<file path="src/sv/mcmrb_pkg.sv">
// ----------------------------------------------------------------------------
// mcmrb_pkg
// Shared sizes, codes and types of the multi-channel mixing ring buffer.
// ----------------------------------------------------------------------------
package mcmrb_pkg;

	localparam int RING_SIZE    = 512;
	localparam int NUM_CHANNELS = 16;

	localparam int ADDR_W = $clog2(RING_SIZE);
	localparam int LEN_W  = $clog2(RING_SIZE + 1);
	localparam int CH_W   = (NUM_CHANNELS > 1) ? $clog2(NUM_CHANNELS) : 1;

	localparam logic OP_MIX  = 1'b0;
	localparam logic OP_READ = 1'b1;

	localparam logic [1:0] ST_OK       = 2'd0;
	localparam logic [1:0] ST_DROPPED  = 2'd1;
	localparam logic [1:0] ST_UNDERRUN = 2'd2;

	typedef struct packed {
		logic               operation;
		logic [3:0]         channel;
		logic signed [15:0] sample_in;
	} in_t;

	typedef struct packed {
		logic signed [15:0] sample_out;
		logic [1:0]         status;
		logic [9:0]         buffered_length;
	} out_t;

	// One accepted item as handed from the control unit to the mix stage.
	typedef struct packed {
		logic               valid;
		logic               mem;
		logic               op;
		logic               fresh;
		logic signed [15:0] sample;
		logic [ADDR_W-1:0]  slot;
		logic [1:0]         status;
		logic [LEN_W-1:0]   fill;
	} issue_t;

endpackage

</file>
<file path="src/sv/mcmrb_mix.sv">
// ----------------------------------------------------------------------------
// mcmrb_mix
// Second stage: takes the slot read, mixes with saturation and writes back, or returns the slot for a read.
// ----------------------------------------------------------------------------
module mcmrb_mix (
	input  logic                         clk,
	input  logic                         arst_n,
	input  mcmrb_pkg::issue_t            issue,
	input  logic [15:0]                  rd_data,
	output logic                         wr_en,
	output logic [mcmrb_pkg::ADDR_W-1:0] wr_addr,
	output logic [15:0]                  wr_data,
	output logic                         done,
	output mcmrb_pkg::out_t              rsp
);

	mcmrb_pkg::issue_t            issue_s1;
	logic                         fwd_valid_q;
	logic [mcmrb_pkg::ADDR_W-1:0] fwd_addr_q;
	logic [15:0]                  fwd_data_q;
	logic                         done_q;
	mcmrb_pkg::out_t              rsp_q;

	logic signed [15:0] cur;
	logic signed [15:0] old;
	logic signed [16:0] sum;
	logic signed [15:0] mixed;

	// The write of the item just before was not yet in memory at our read.
	assign cur = (fwd_valid_q && (fwd_addr_q == issue_s1.slot)) ? fwd_data_q : rd_data;
	assign old = issue_s1.fresh ? 16'sd0 : cur;
	assign sum = {old[15], old} + {issue_s1.sample[15], issue_s1.sample};

	always_comb begin
		if (sum[16] != sum[15]) begin
			mixed = sum[16] ? 16'sh8000 : 16'sh7fff;
		end else begin
			mixed = sum[15:0];
		end
	end

	assign wr_en   = issue_s1.valid && issue_s1.mem && (issue_s1.op == mcmrb_pkg::OP_MIX);
	assign wr_addr = issue_s1.slot;
	assign wr_data = mixed;

	always_ff @(posedge clk or negedge arst_n) begin
		if (!arst_n) begin
			issue_s1    <= '0;
			fwd_valid_q <= 1'b0;
			done_q      <= 1'b0;
		end else begin
			issue_s1    <= issue;
			fwd_valid_q <= wr_en;
			done_q      <= issue_s1.valid;
		end
	end

	always_ff @(posedge clk) begin
		fwd_addr_q      <= wr_addr;
		fwd_data_q      <= wr_data;
		if (issue_s1.mem && (issue_s1.op == mcmrb_pkg::OP_READ)) begin
			rsp_q.sample_out <= cur;
		end else begin
			rsp_q.sample_out <= 16'sd0;
		end
		rsp_q.status          <= issue_s1.status;
		rsp_q.buffered_length <= 10'(issue_s1.fill);
	end

	assign done = done_q;
	assign rsp  = rsp_q;

endmodule

</file>
<file path="config.mk">
export PLATFORM = sky130hd
export DESIGN_NAME = mcmrb_mix
export DESIGN_NICKNAME = d
export VERILOG_FILES = /design/src/sv/mcmrb_pkg.sv /design/src/sv/mcmrb_mix.sv
export SDC_FILE = /design/constraint.sdc
export NUM_CORES = 1
export LEC_CHECK = 0
export BUFFER_PORTS_ARGS = -buffer_cell sky130_fd_sc_hd__buf_2
export CAP_MARGIN = 25
export CORE_MARGIN = 10
export CORE_UTILIZATION = 30
export DETAILED_ROUTE_END_ITERATION = 6
export GPL_TIMING_DRIVEN = 0
export PLACE_DENSITY = 0.48
export SYNTH_ARGS = -nofsm -noshare
export SYNTH_HDL_FRONTEND = slang
export SYNTH_SLANG_ARGS = --single-unit
</file>
<file path="constraint.sdc">
create_clock -name clk -period 4.3 [get_ports clk]
set_clock_uncertainty 0.15 [all_clocks]
set_input_delay 0.43 -clock clk [delete_from_list [all_inputs] [get_ports clk]]
set_output_delay 0.43 -clock clk [all_outputs]
set_load 0.02 [all_outputs]
</file>
Yosys cells after proc, flatten, opt, wreduce, memory -nomap -nowiden
Index checks and enable logic that the tools add are counted.
Operators by class
  add/subtract/negate cells: 1
  multipliers: 0
  div/mod/pow operators: 0
  order comparisons: 0
  equality and inequality tests: 2
  shift-type cells: 0
  multiplexer cells: 4
  bitwise operators: 1
  reduce and logical (&&, ||, !) cells: 4
Operators with widths (count)
  two-way mux 16 bit: 4
  adder 16 x 16 -> 17 bit: 1
  equality test 9 bit: 1
  logical AND 1 bit: 4
  != test 1 bit: 1
  inverter 1 bit: 1
Word-level totals
  register bits after elaboration: 96
  latch bits: 0
  RAM bits: 0
  ROM bits: 0
  bits of input ports: 59
  output and inout bits: 55
  memories kept: 0

Logic depth before layout (Yosys ltp)
  depth after elaboration: 7
  mapped depth: 15
  mapped depth without buffers: 14

Worst setup path after synthesis
OpenSTA, ideal clock, no wires.
  path type: register to output
  start point: register issue_s1 (netlist bit wr_addr[8])
  end point: output wr_data[6]
  arrival time: 3.502 ns
  data required time: 3.720 ns
  setup slack: 0.218 ns
  cell stages (with the launch flop): 13
  path buffers: 2
  cell sequence: dfrtp_1 xnor2_1 nand4_1 nor3_2 buf_4 mux2i_1 nor2_1 ha_1 a21o_1 a2111oi_0 a22oi_2 buf_6 maj3_1
Between the ends
  word-level cells in the longest chain between the ends: 7
  elaborated cells between the ends (all ways): 8
  those cells by class: add/sub: 1; eq/ne: 2; mux: 4; reduce/logical: 1
Ends and longest elaborated chain
  from (decl): line mcmrb_mix.sv:17  | mcmrb_pkg::issue_t issue_s1;
  from (signal assigned): line mcmrb_mix.sv:52  | issue_s1 <= issue;
  equality test 9 bit *: line mcmrb_mix.sv:30  | assign cur = (fwd_valid_q && (fwd_addr_q == issue_s1.slot)) ? fwd_data_q : rd_data;
  logical AND 1 bit *: line mcmrb_mix.sv:30
  two-way mux 16 bit *: line mcmrb_mix.sv:30
  two-way mux 16 bit *: line mcmrb_mix.sv:31  | assign old = issue_s1.fresh ? 16'sd0 : cur;
  adder 16 x 16 -> 17 bit *: line mcmrb_mix.sv:32  | assign sum = {old[15], old} + {issue_s1.sample[15], issue_s1.sample};
  two-way mux 16 bit / != test 1 bit (equally long branches): line mcmrb_mix.sv:36, mcmrb_mix.sv:35
  two-way mux 16 bit *: line mcmrb_mix.sv:35  | if (sum[16] != sum[15]) begin
  to (decl): line mcmrb_mix.sv:12  | output logic [15:0] wr_data,
Every way passes the cells marked *; elsewhere a longest branch is shown, timed or not.

Final worst setup path
  start point: register issue_s1 (netlist bit wr_addr[5])
  end point: output wr_data[13]
The elaborated chain is that of the path after synthesis.

==> results.json <==
{
  "synth_nets": 362,
  "place.gp.congestion": 0.7787,
  "p_comb_share_pct": 22.4,
  "final_cell_mix": "buf_2 (98), dfxtp_1 (53), dfrtp_1 (43)",
  "regArea_um2": 2137,
  "crit-reg2reg-capture": "fwd_data_q[13]",
  "clkTransAtPathRegs_ns": 0.07,
  "pre_cts_ws_ns": -0.6133,
  "finalHoldViolations": 0,
  "htree_num_levels": 3,
  "ys_ff_latch": 96,
  "wl_per_cell_um": 15.59,
  "hp-class": "in -> reg",
  "power_frac_seq_pct": 40.9,
  "grt_pass1_vias": 2916,
  "cts_buffers": 9,
  "rrSetupSlack_ns": 0.60,
  "fin_util_pct": 47.58,
  "dieArea_um2": 16750,
  "clock_latency_ns": 0.35,
  "yosys_warnings": 0,
  "grt_setup_unrepaired": "true",
  "diodes": 0,
  "area_growth_syn_to_layout_pct": 53.19,
  "max_cap_violations": 0,
  "cts_tree": "built",
  "num_io_pins": 114,
  "setup_ws_ns": -0.1898,
  "ys_async_sr_fraction_pct": 44.79,
  "r2r_cells": 15,
  "track_usage_pct": 11.51,
  "tns_ns": -2.495,
  "cp.required_ns": 3.72,
  "netSwitchingPower_mw": 0.6339,
  "end_kind": "primary output",
  "syn_inst": 286,
  "multi_input_area_um2": 1659,
  "grt_max_degree": 44,
  "ir_worst_vdd_mv": 0.2188,
  "tightestPinTransition_ns": 0.5565,
  "start_util_pct": 31.06,
  "fillers": 1080,
  "slew_viol_final": 0,
  "p_clk_share_pct": 36.7,
  "ctsRootBufferMaster": "clkbuf_16",
  "dp_hpwl_um": 6886,
  "syn_area_um2": 3592,
  "die_h_um": 129.4,
  "powerDensity_nw_per_um2": 448.4,
  "synth_ff_type": "dfxtp_1",
  "worstPathArrival_ns": 3.91,
  "drc_errors": 0,
  "num_vias": 2640,
  "finalSetupViolations": 15,
  "port_buffers": 113,
  "synth_cell_type_count": 43,
  "grt_pass1_wl_um": 14840,
  "drtIter0Drc": 72,
  "hold_depth": 1,
  "grt-ovfl-total": 0,
  "synth_area_leaders": "dfrtp_1 (30%), dfxtp_1 (30%), ha_1 (5.6%)",
  "stdcell_area_um2": 5503,
  "fmax_ghz": 0.2227,
  "finalPower_mw": 2.468,
  "layout_min_cycle_time_ns": 4.490,
  "placeableCoreArea_um2": 11560,
  "wl_um": 9369,
  "post-route-period-util_pct": 104.4,
  "cts.sinks": 96,
  "synth_edf_count": 0,
  "final_nets": 529,
  "relSlewSlack_pct": 62.90,
  "drive_gt1_share_pct": 54.80,
  "min_to": "issue_s1[40]",
  "synth-seq-area-share_pct": 59.49,
  "internal-power_mw": 1.834,
  "dpl_cell_area_um2": 4337,
  "synth_top_area_share_pct": 29.95,
  "final_common_cell": "buf_2",
  "antenna_found_initial": 1,
  "startpoint_type": "flip-flop",
  "reg2reg_from": "wr_addr[5]",
  "first_pass_iters": 4,
  "crit_type": "reg -> out",
  "routed_via_density": 4.393,
  "min_from": "issue[40]",
  "cts_max_path_buffers": 2,
  "p_leak_nw": 2.531,
  "violations": "negative setup slack",
  "rows": 39,
  "synth_top_cell_by_area": "dfrtp_1",
  "status": "finished, violations left",
  "die_width_um": 129.4,
  "ant_nets": 0,
  "p_sw_share_pct": 25.69,
  "synth.avg_cell_area_um2": 12.56,
  "crit_fanout": 5
}
power by group through the flow:
stage	sequential, mW	clock (mW)	combinational (mW)
final	1.01	0.906	0.552
after global placement	1.01	0	0.400
after floorplan	1.03	0	0.249
after detailed placement	1.02	0	0.402
after global routing	1.02	0.966	0.594
after CTS	1.00	0.939	0.519
per-stage QoR:
| stage | std cells | hold slack, ns |
|---|---|---|
| after floorplan | 286 | -0.01559 |
| after global placement | 542 | 0.1757 |
| after detailed placement | 542 | 0.1769 |
| after CTS | 589 | 0.01790 |
| after global routing | 601 | 0.01797 |
| final | 601 | 0.03458 |
state kept, by name (all words and copies together), names as in the netlist:
name / count
issue_s1: 32
done: 1
fwd_data_q: 16
fwd_addr_q: 9
fwd_valid_q: 1
rsp: 28
wr_addr: 9
layout make-up:
type | instances | share of cell area, %
plain buffers | 14 | 2.046
clock inverters | 5 | 1.887
inverters | 9 | 0.6139
repair buffers | 156 | 18.80
clock buffers | 11 | 4.411
multi-input cells | 167 | 30.15
flip-flops and latches | 96 | 38.84
well taps | 143 | 3.251
how the worst max path moves through the flow:
stage	startpoint	to	slack, ns	cells past startpoint
2_1_floorplan	wr_addr[8]	wr_data[6]	0.22	12
3_3_place_gp	wr_addr[1]	wr_data[8]	-0.54	15
3_5_place_dp	wr_addr[1]	wr_data[6]	-0.61	13
4_1_cts	wr_addr[1]	wr_data[8]	-0.29	16
5_1_grt	wr_addr[0]	wr_data[13]	-0.39	15
6_report	wr_addr[5]	wr_data[13]	-0.19	16
synthesized netlist by cell type (2+ instances only):
master     n
buf_4     10
a311oi_1   2
inv_1      9
a21oi_1    4
buf_6      2
mux2i_1   17
maj3_2    10
o31ai_1    2
dfrtp_1   43
and3_2     2
a31oi_1    2
clkbuf_1   2
o21a_1     3
o21bai_1   2
xor2_1     3
maj3_1     5
xnor2_1   18
ha_1      16
nor2_1    39
o21ai_0    3
nand4_1    4
o211ai_1   2
a211oi_1   4
nand2_1    7
dfxtp_1   53
a21o_1     5
repair_timing:
action / 4_1_cts / 5_1_grt
gates resized for setup: 75 / 36
gates cloned: 3 / 0
setup buffers: 29 / 10
endpoints found under the hold margin: 0 / 21
setup endpoints to repair: 27 / 16
hold buffers: 0 / 1
pin swaps: 33 / 27
layer usage:
metal,wire [um],part of all wire (%),up-vias,GRT usage (%)
li1,-,-,1315,-
met1,3906,42,1226,13.33
met2,4502,48,80,18.06
met3,707,7.5,17,4.405
met4,241,2.6,2,6.415
met5,11,0.12,-,0
cells by family (layout without fill, tap and decap cells):
group / after synthesis / after routing / share of synthesized area, %
AND/OR/NAND/NOR: 56 / 56 / 6.723
flip-flops: 96 / 96 / 59.49
AO/OA/AOI/OAI: 40 / 40 / 8.951
multiplexers: 17 / 17 / 4.737
XOR/XNOR: 22 / 22 / 5.573
buffers and inverters: 23 / 195 / 3.866
adder cells (fa/ha/maj): 32 / 32 / 10.66
worst max-delay path, stage by stage, from the launching register on:
cell,delay [ns]
dfrtp_1,0.41
xnor2_1,0.16
nand4_1,0.18
nor3_4,0.27
buf_6,0.15
buf_8,0.12
mux2i_2,0.23
nor2_1,0.08
ha_1,0.34
a21o_1,0.21
o21bai_4,0.19
a311oi_4,0.30
o21ai_4,0.12
xnor2_4,0.17
buf_6,0.16
maj3_2,0.33
buf_6,0.14
Power figures use the tool's default switching activity.
