<file path="src/sv/mcmrb_pkg.sv">
// ----------------------------------------------------------------------------
// mcmrb_pkg
// Shared sizes, codes and types of the multi-channel mixing ring buffer.
// ----------------------------------------------------------------------------
package mcmrb_pkg;

	localparam int RING_SIZE    = 512;
	localparam int NUM_CHANNELS = 16;

	localparam int ADDR_W = $clog2(RING_SIZE);
	localparam int LEN_W  = $clog2(RING_SIZE + 1);
	localparam int CH_W   = (NUM_CHANNELS > 1) ? $clog2(NUM_CHANNELS) : 1;

	localparam logic OP_MIX  = 1'b0;
	localparam logic OP_READ = 1'b1;

	localparam logic [1:0] ST_OK       = 2'd0;
	localparam logic [1:0] ST_DROPPED  = 2'd1;
	localparam logic [1:0] ST_UNDERRUN = 2'd2;

	typedef struct packed {
		logic               operation;
		logic [3:0]         channel;
		logic signed [15:0] sample_in;
	} in_t;

	typedef struct packed {
		logic signed [15:0] sample_out;
		logic [1:0]         status;
		logic [9:0]         buffered_length;
	} out_t;

	// One accepted item as handed from the control unit to the mix stage.
	typedef struct packed {
		logic               valid;
		logic               mem;
		logic               op;
		logic               fresh;
		logic signed [15:0] sample;
		logic [ADDR_W-1:0]  slot;
		logic [1:0]         status;
		logic [LEN_W-1:0]   fill;
	} issue_t;

endpackage

</file>
<file path="src/sv/mcmrb_ctrl.sv">
// ----------------------------------------------------------------------------
// mcmrb_ctrl
// Read head, fill length and channel offsets; decides each item's access.
// ----------------------------------------------------------------------------
module mcmrb_ctrl (
	input  logic                              clk,
	input  logic                              arst_n,
	input  logic                              accept,
	input  mcmrb_pkg::in_t                    cmd,
	output logic                              rd_en,
	output logic [mcmrb_pkg::ADDR_W-1:0]      rd_addr,
	output mcmrb_pkg::issue_t                 issue
);

	logic [mcmrb_pkg::ADDR_W-1:0] head_q;
	logic [mcmrb_pkg::LEN_W-1:0]  fill_q;
	logic [mcmrb_pkg::LEN_W-1:0]  offs_q [0:mcmrb_pkg::NUM_CHANNELS-1];

	logic                         in_range;
	logic [mcmrb_pkg::CH_W-1:0]   ch_idx;
	logic [mcmrb_pkg::LEN_W-1:0]  off_sel;
	logic [mcmrb_pkg::LEN_W-1:0]  off_inc;
	logic [mcmrb_pkg::LEN_W:0]    slot_sum;
	logic [mcmrb_pkg::ADDR_W-1:0] slot;
	logic [mcmrb_pkg::ADDR_W-1:0] head_next;
	logic                         do_mix;
	logic                         do_read;
	logic                         full;

	assign in_range = 32'(cmd.channel) < mcmrb_pkg::NUM_CHANNELS;
	assign ch_idx   = mcmrb_pkg::CH_W'(cmd.channel);
	assign off_sel  = offs_q[ch_idx];
	assign off_inc  = off_sel + 1'b1;
	assign full     = 32'(off_sel) == mcmrb_pkg::RING_SIZE;

	// The offset is below the ring size here, so one subtract wraps the sum.
	assign slot_sum = (mcmrb_pkg::LEN_W + 1)'(head_q) + (mcmrb_pkg::LEN_W + 1)'(off_sel);
	always_comb begin
		if (32'(slot_sum) >= mcmrb_pkg::RING_SIZE) begin
			slot = mcmrb_pkg::ADDR_W'(32'(slot_sum) - mcmrb_pkg::RING_SIZE);
		end else begin
			slot = mcmrb_pkg::ADDR_W'(slot_sum);
		end
	end

	always_comb begin
		if (32'(head_q) == mcmrb_pkg::RING_SIZE - 1) begin
			head_next = '0;
		end else begin
			head_next = head_q + 1'b1;
		end
	end

	assign do_mix  = accept && (cmd.operation == mcmrb_pkg::OP_MIX) && in_range && !full;
	assign do_read = accept && (cmd.operation == mcmrb_pkg::OP_READ) && (fill_q != '0);

	assign rd_en   = do_mix || do_read;
	assign rd_addr = do_read ? head_q : slot;

	always_comb begin
		issue.valid  = accept;
		issue.mem    = do_mix || do_read;
		issue.op     = cmd.operation;
		// An offset equal to the fill length points just past the buffered
		// window, where the slot holds silence whatever the memory says.
		issue.fresh  = off_sel == fill_q;
		issue.sample = cmd.sample_in;
		issue.slot   = rd_addr;
		issue.status = mcmrb_pkg::ST_OK;
		issue.fill   = fill_q;
		if (cmd.operation == mcmrb_pkg::OP_MIX) begin
			if (in_range && full) begin
				issue.status = mcmrb_pkg::ST_DROPPED;
			end
			if (do_mix && (off_inc > fill_q)) begin
				issue.fill = off_inc;
			end
		end else begin
			if (fill_q == '0) begin
				issue.status = mcmrb_pkg::ST_UNDERRUN;
			end else begin
				issue.fill = fill_q - 1'b1;
			end
		end
	end

	always_ff @(posedge clk or negedge arst_n) begin
		if (!arst_n) begin
			head_q <= '0;
			fill_q <= '0;
			for (int i = 0; i < mcmrb_pkg::NUM_CHANNELS; i++) begin
				offs_q[i] <= '0;
			end
		end else begin
			if (do_mix || do_read) begin
				fill_q <= issue.fill;
			end
			if (do_mix) begin
				offs_q[ch_idx] <= off_inc;
			end
			if (do_read) begin
				head_q <= head_next;
				for (int i = 0; i < mcmrb_pkg::NUM_CHANNELS; i++) begin
					if (offs_q[i] != '0) begin
						offs_q[i] <= offs_q[i] - 1'b1;
					end
				end
			end
		end
	end

endmodule

</file>
<file path="config.mk">
export PLATFORM = sky130hd
export DESIGN_NAME = mcmrb_ctrl
export DESIGN_NICKNAME = d
export VERILOG_FILES = /design/src/sv/mcmrb_pkg.sv /design/src/sv/mcmrb_ctrl.sv
export SDC_FILE = /design/constraint.sdc
export NUM_CORES = 1
export LEC_CHECK = 0
export BUFFER_PORTS_ARGS = -buffer_cell sky130_fd_sc_hd__buf_2
export CORE_MARGIN = 2
export CORE_UTILIZATION = 25
export DETAILED_ROUTE_END_ITERATION = 10
export GPL_TIMING_DRIVEN = 0
export REMOVE_ABC_BUFFERS = 1
export SETUP_SLACK_MARGIN = 0.15
export SLEW_MARGIN = 20
export SYNTH_ARGS = -nofsm -noshare
export SYNTH_HDL_FRONTEND = slang
export SYNTH_SLANG_ARGS = --single-unit
export TNS_END_PERCENT = 1
</file>
<file path="constraint.sdc">
create_clock -name clk -period 6.9 [get_ports clk]
set_input_delay 0.345 -clock clk [delete_from_list [all_inputs] [get_ports clk]]
set_output_delay 0.345 -clock clk [all_outputs]
set_load 0.005 [all_outputs]
</file>
**After elaboration in Yosys (flattened, before gate mapping)**

Cells that the tools add are included.

- Add/subtract/negate cells: 21
- $lt $le $gt $ge: 4
- Equal/unequal tests: 3
- Multiplexer cells: 32
- Bitwise logic cells: 2
- Reductions and logical operators: 26

Operators with widths:

| cell | count |
|---|---|
| $mux W160 | 2 |
| $mux W10 | 21 |
| $reduce_bool A10 Y1 | 17 |
| $sub A10 B1 Y10 const B | 17 |
| $bwmux W160 | 1 |
| $bmux W10 S4 | 1 |
| $demux W10 S4 | 1 |
| $mux W9 | 3 |
| $mux W12 | 1 |
| $add A9 B10 Y11 | 1 |
| $ge A11 B10 Y1 const B | 1 |
| $add A10 B1 Y10 const B | 1 |
| $eq A10 B10 Y1 | 1 |
| $eq A10 B10 Y1 const B | 1 |
| $gt A10 B10 Y1 | 1 |
| $logic_not A10 Y1 | 1 |
| $add A9 B1 Y9 const B | 1 |
| $eq A9 B9 Y1 const B | 1 |
| $sub A9 B1 Y9 const B | 1 |
| $logic_and A1 B1 Y1 | 6 |
| $ge A5 B5 Y1 const B | 1 |
| $lt A5 B1 Y1 const B | 1 |
| $not A4 Y5 | 1 |
| $mux W2 | 1 |
| other kinds (4) | 4 |

- Register bits: 179
- Input bits: 24
- Output and inout bits: 51
- Word-level logic and storage cells: 106

**Depth between registers and ports, before layout**

- Depth in word-level cells: 10
- Mapped depth: 27
- Depth with buffers taken out: 18

**Least setup slack after synthesis**

No wires, ideal clock.

- Kind: input-to-output
- From: in cmd[16] (netlist name)
- To: out issue[2] (netlist name)
- Arrival time: 5.138 ns
- Required time: 6.555 ns
- Path slack: 1.417 ns
- Stages on the path: 26
- Path buffers: 8
- Path through: buf_4 > buf_4 > buf_4 > mux4_2 > a22oi_1 > nand2_1 > buf_2 > clkbuf_1 > ha_1 > inv_1 > or2_2 > nor2_1 > xnor2_1 > clkbuf_1 > inv_1 > ha_1 > nand4_1 > nor2_1 > a21oi_1 > o211a_1 > a31oi_1 > and3_1 > buf_2 > buf_6 > nor2_1 > o31ai_1

RTL lines:

| element | line | source |
|---|---|---|
| start, declared | mcmrb_ctrl.sv:9 | `input mcmrb_pkg::in_t cmd,` |
| end, declared | mcmrb_ctrl.sv:12 | `output mcmrb_pkg::issue_t issue` |

==> flow_summary_export.csv <==
group,metric,value,unit
setup_path,end_kind,"output pin",
placement,hpwl,30.7,mm
detailed_routing,wl_per_cell,18.6,microns
power_and_ir_drop,p_clk_share,22.0,%
floorplanning,pin_count,75,
logic_synthesis,synth_top_area_cell,"dfrtp_1",
placement,place.gp.congestion,0.905,
logic_synthesis,synthTopCellsByArea,"dfrtp_1 (34%), mux4_2 (6.5%), a21oi_1 (5.5%), o21ai_0 (4.9%), nand2_1 (4.5%)",
floorplanning,fp-row-count,84,
sta,fmax,159,MHz
sta,final_max_slew_viol_count,0,
grt,use_met1,20.2,%
clock_network,clockBufferDepth,2,
setup_path,crit_arrival,5.93,ns
logic_synthesis,ys_warn_count,0,
logic_synthesis,synth_seq_area_share,33.8,%
detailed_routing,drt_drc_violations_left,0,
sta,rsz0062_at_grt,"false",
logic_synthesis,ys.flop_type,"dfrtp_1",
floorplanning,die_w,234,microns
floorplanning,die_area,54800,sq um
sta,slew-limit-headroom,31.4,%
clock_network,cts-buffers-inserted,17,
detailed_routing,vias,12800,
grt,grt_pass1_wl,66.7,mm
detailed_routing,dr.first_iter.drc_count,1259,
grt,track_usage,15.5,%
grt,antenna_found_initial,2,
floorplanning,die_h,234,microns
floorplanning,core,52400,sq um
sta,layout_setup_ws,0.622,ns
final_layout,final_core_util,27.9,%
setup_path,worstSetupPathType,"input port to output pin",
sta,setup_tns,0,ns
power_and_ir_drop,p_int,2.62,mW
final_layout,final_common_cell,"dfrtp_1",
final_layout,fill_cells,5474,
setup_path,cp-start-kind,"input port",
placement,dpl_worst_slack,-0.386,ns
logic_synthesis,ys_ff_latch,179,
detailed_routing,first_pass_iters,8,
logic_synthesis,ys_async_sr_fraction,100,%
detailed_routing,wl,42.3,mm
power_and_ir_drop,total_leakage_power,5.59,nW
detailed_routing,ant_nets,0,
grt,grt_pass1_vias,11900,
final_layout,nets,1639,
clock_network,cts_sinks,179,
grt,grt_use_met3,3.66,%
logic_synthesis,netlist_area,13200,sq um
power_and_ir_drop,switching_power,2.01,mW
logic_synthesis,ys_types,61,
sta,hold_viol_final,0,
floorplanning,start_util,25.2,%
setup_path,r2r_slack,1.68,ns
sta,hold_slack,0.336,ns
setup_path,crit_required,6.55,ns
grt,busiest_layer,"met2",
job,cap_violations,0,
worst_hold_path,hp-class,"input port to flip-flop",
clock_network,cts_tree,"built",
logic_synthesis,synth_edf_count,0,
power_and_ir_drop,pwr-share-comb,39.8,%
grt,grt_max_degree,77,
final_layout,syn2layout_area_growth,10.4,%
grt,overflow,0,
sta,tightest_slew,1.03,ns
grt,met2_usage,25.0,%
status,status,"complete, no violations",
final_layout,drive_above_1_share,10.0,%
sta,finalSetupViolCount,0,
sta,skew,0.0132,ns
setup_path,critPathMaxFanout,48,
power_and_ir_drop,peakVddDrop,0.138,mV
clock_network,worstSkewPairLatency,0.47,ns
clock_network,clockRootBuffer,"clkbuf_16",
power_and_ir_drop,powerDensity,317,nW/um^2
power_and_ir_drop,p_sw_share,43.4,%
final_layout,final_cell_mix,"dfrtp_1 (179), nand2_1 (156), a21oi_1 (145)",
clock_network,cts.htree.levels,4,
placement,portBuffers,42,
logic_synthesis,syn_inst,1623,
logic_synthesis,postSynthAreaPerCell,8.15,sq um
clock_network,clk_pin_slew,0.07,ns
detailed_routing,avgViaCountPerCell,5.61,
power_and_ir_drop,seqPwrFrac,38.3,%
sta,layout_min_cycle_time,6.28,ns
logic_synthesis,synth_top_area_share,33.8,%
sta,fin_crit_sh,91.0,%
-- per-stage QoR --
stage	total power, mW	area [sq um]	std cells
global route	4.96	14600	2276
finish	4.63	14600	2277
detailed placement	3.60	14000	2242
floorplan	2.82	12600	1499
global placement	3.48	13700	2229
CTS	4.63	14600	2276
-- area by class of cell --
type | instances | area, sq um | area share, %
Antenna cell | 1 | 2.50 | 0.0171
Clock buffer | 19 | 443 | 3.03
Clock inverter | 13 | 144 | 0.985
Inverter | 104 | 394 | 2.70
Multi-Input combinational cell | 1216 | 7820 | 53.5
Sequential cell | 179 | 4480 | 30.7
Tap cell | 688 | 861 | 5.89
Timing Repair Buffer | 57 | 474 | 3.25
-- repair_timing --
item | CTS | global route
cloned | 0 | 0
hold buffers | 1 | 0
setup endpoints to repair | 10 | 8
gates resized for setup | 2 | 2
setup buffers | 1 | 0
hold endpoints to repair | 32 | 0
-- cells in the mapped netlist, types with 8 or more instances --
| cell type | count |
|---|---|
| o32ai_1 | 12 |
| o21ai_0 | 130 |
| or3_1 | 57 |
| a22oi_1 | 21 |
| and3_1 | 9 |
| nand3_1 | 67 |
| nor3_1 | 93 |
| ha_1 | 39 |
| a31oi_1 | 50 |
| a311oi_1 | 11 |
| clkbuf_1 | 63 |
| a21oi_1 | 145 |
| buf_4 | 32 |
| inv_1 | 104 |
| mux2i_1 | 8 |
| a2bb2oi_1 | 14 |
| dfrtp_1 | 179 |
| nand4_1 | 8 |
| o221a_2 | 14 |
| xnor2_1 | 23 |
| nor2b_1 | 9 |
| nand2_1 | 157 |
| o41ai_1 | 14 |
| o221ai_1 | 16 |
| buf_2 | 20 |
| a21o_1 | 19 |
| mux4_2 | 38 |
| nor4_1 | 17 |
| a211oi_1 | 34 |
| o22ai_1 | 30 |
| nor2_1 | 126 |
-- state kept, by name (all words and copies together), names as in the netlist --
signal / cells
fill_q: 10
head_q: 9
offs_q: 160
-- cell families after synthesis --
group	count (synthesis)	synth area share, %
compound gates	541	26.0
simple gates	562	19.8
buf+inv	228	7.68
mux	48	7.24
xor+xnor	25	1.65
fa+ha+maj	40	3.84
flops	179	33.8
-- path summary, 6_finish.rpt --
kind                                       start                     to  cells after the start
min in group asynchronous                 arst_n   offs_q[52]$_DFF_PN0_                      2
max in group asynchronous                 arst_n  head_q[4]$_DFFE_PN0P_                      4
hold reg to reg            head_q[8]$_DFFE_PN0P_  head_q[8]$_DFFE_PN0P_                      2
setup / recovery                         cmd[17]               issue[7]                     21
setup reg to reg            offs_q[10]$_DFF_PN0_  fill_q[7]$_DFFE_PN0P_                     19
hold / removal                            accept  fill_q[0]$_DFFE_PN0P_                      3
-- layer usage --
metal / routed length, microns / up-vias
met2: 19600 / 471
met5: 8 / -
met3: 3190 / 61
met4: 1080 / 2
met1: 18400 / 6297
li1: - / 5949
-- power groups by stage --
stage | Clock [mW] | Combinational [mW] | Sequential (mW)
after global placement | 0 | 1.72 | 1.76
after CTS | 1.04 | 1.84 | 1.75
after detailed placement | 0 | 1.82 | 1.77
final | 1.02 | 1.84 | 1.77
after floorplan | 0 | 1.20 | 1.63
after global routing | 1.08 | 2.06 | 1.82
-- critical path, stage by stage --
cell and delay (ns):
buf_4 0.50, mux4_2 0.63, a22oi_1 0.33, nand2_4 0.33, ha_1 0.32, inv_1 0.11
or2_2 0.16, nor2_1 0.08, xnor2_2 0.52, buf_8 0.24, inv_1 0.06, ha_1 0.28
nand4_1 0.11, nor2_1 0.16, a21oi_1 0.08, o211a_1 0.12, a31oi_1 0.45, and3_2 0.49
mux2i_1 0.12, a222oi_1 0.26, buf_2 0.18
(Power assumes the default switching activity.)
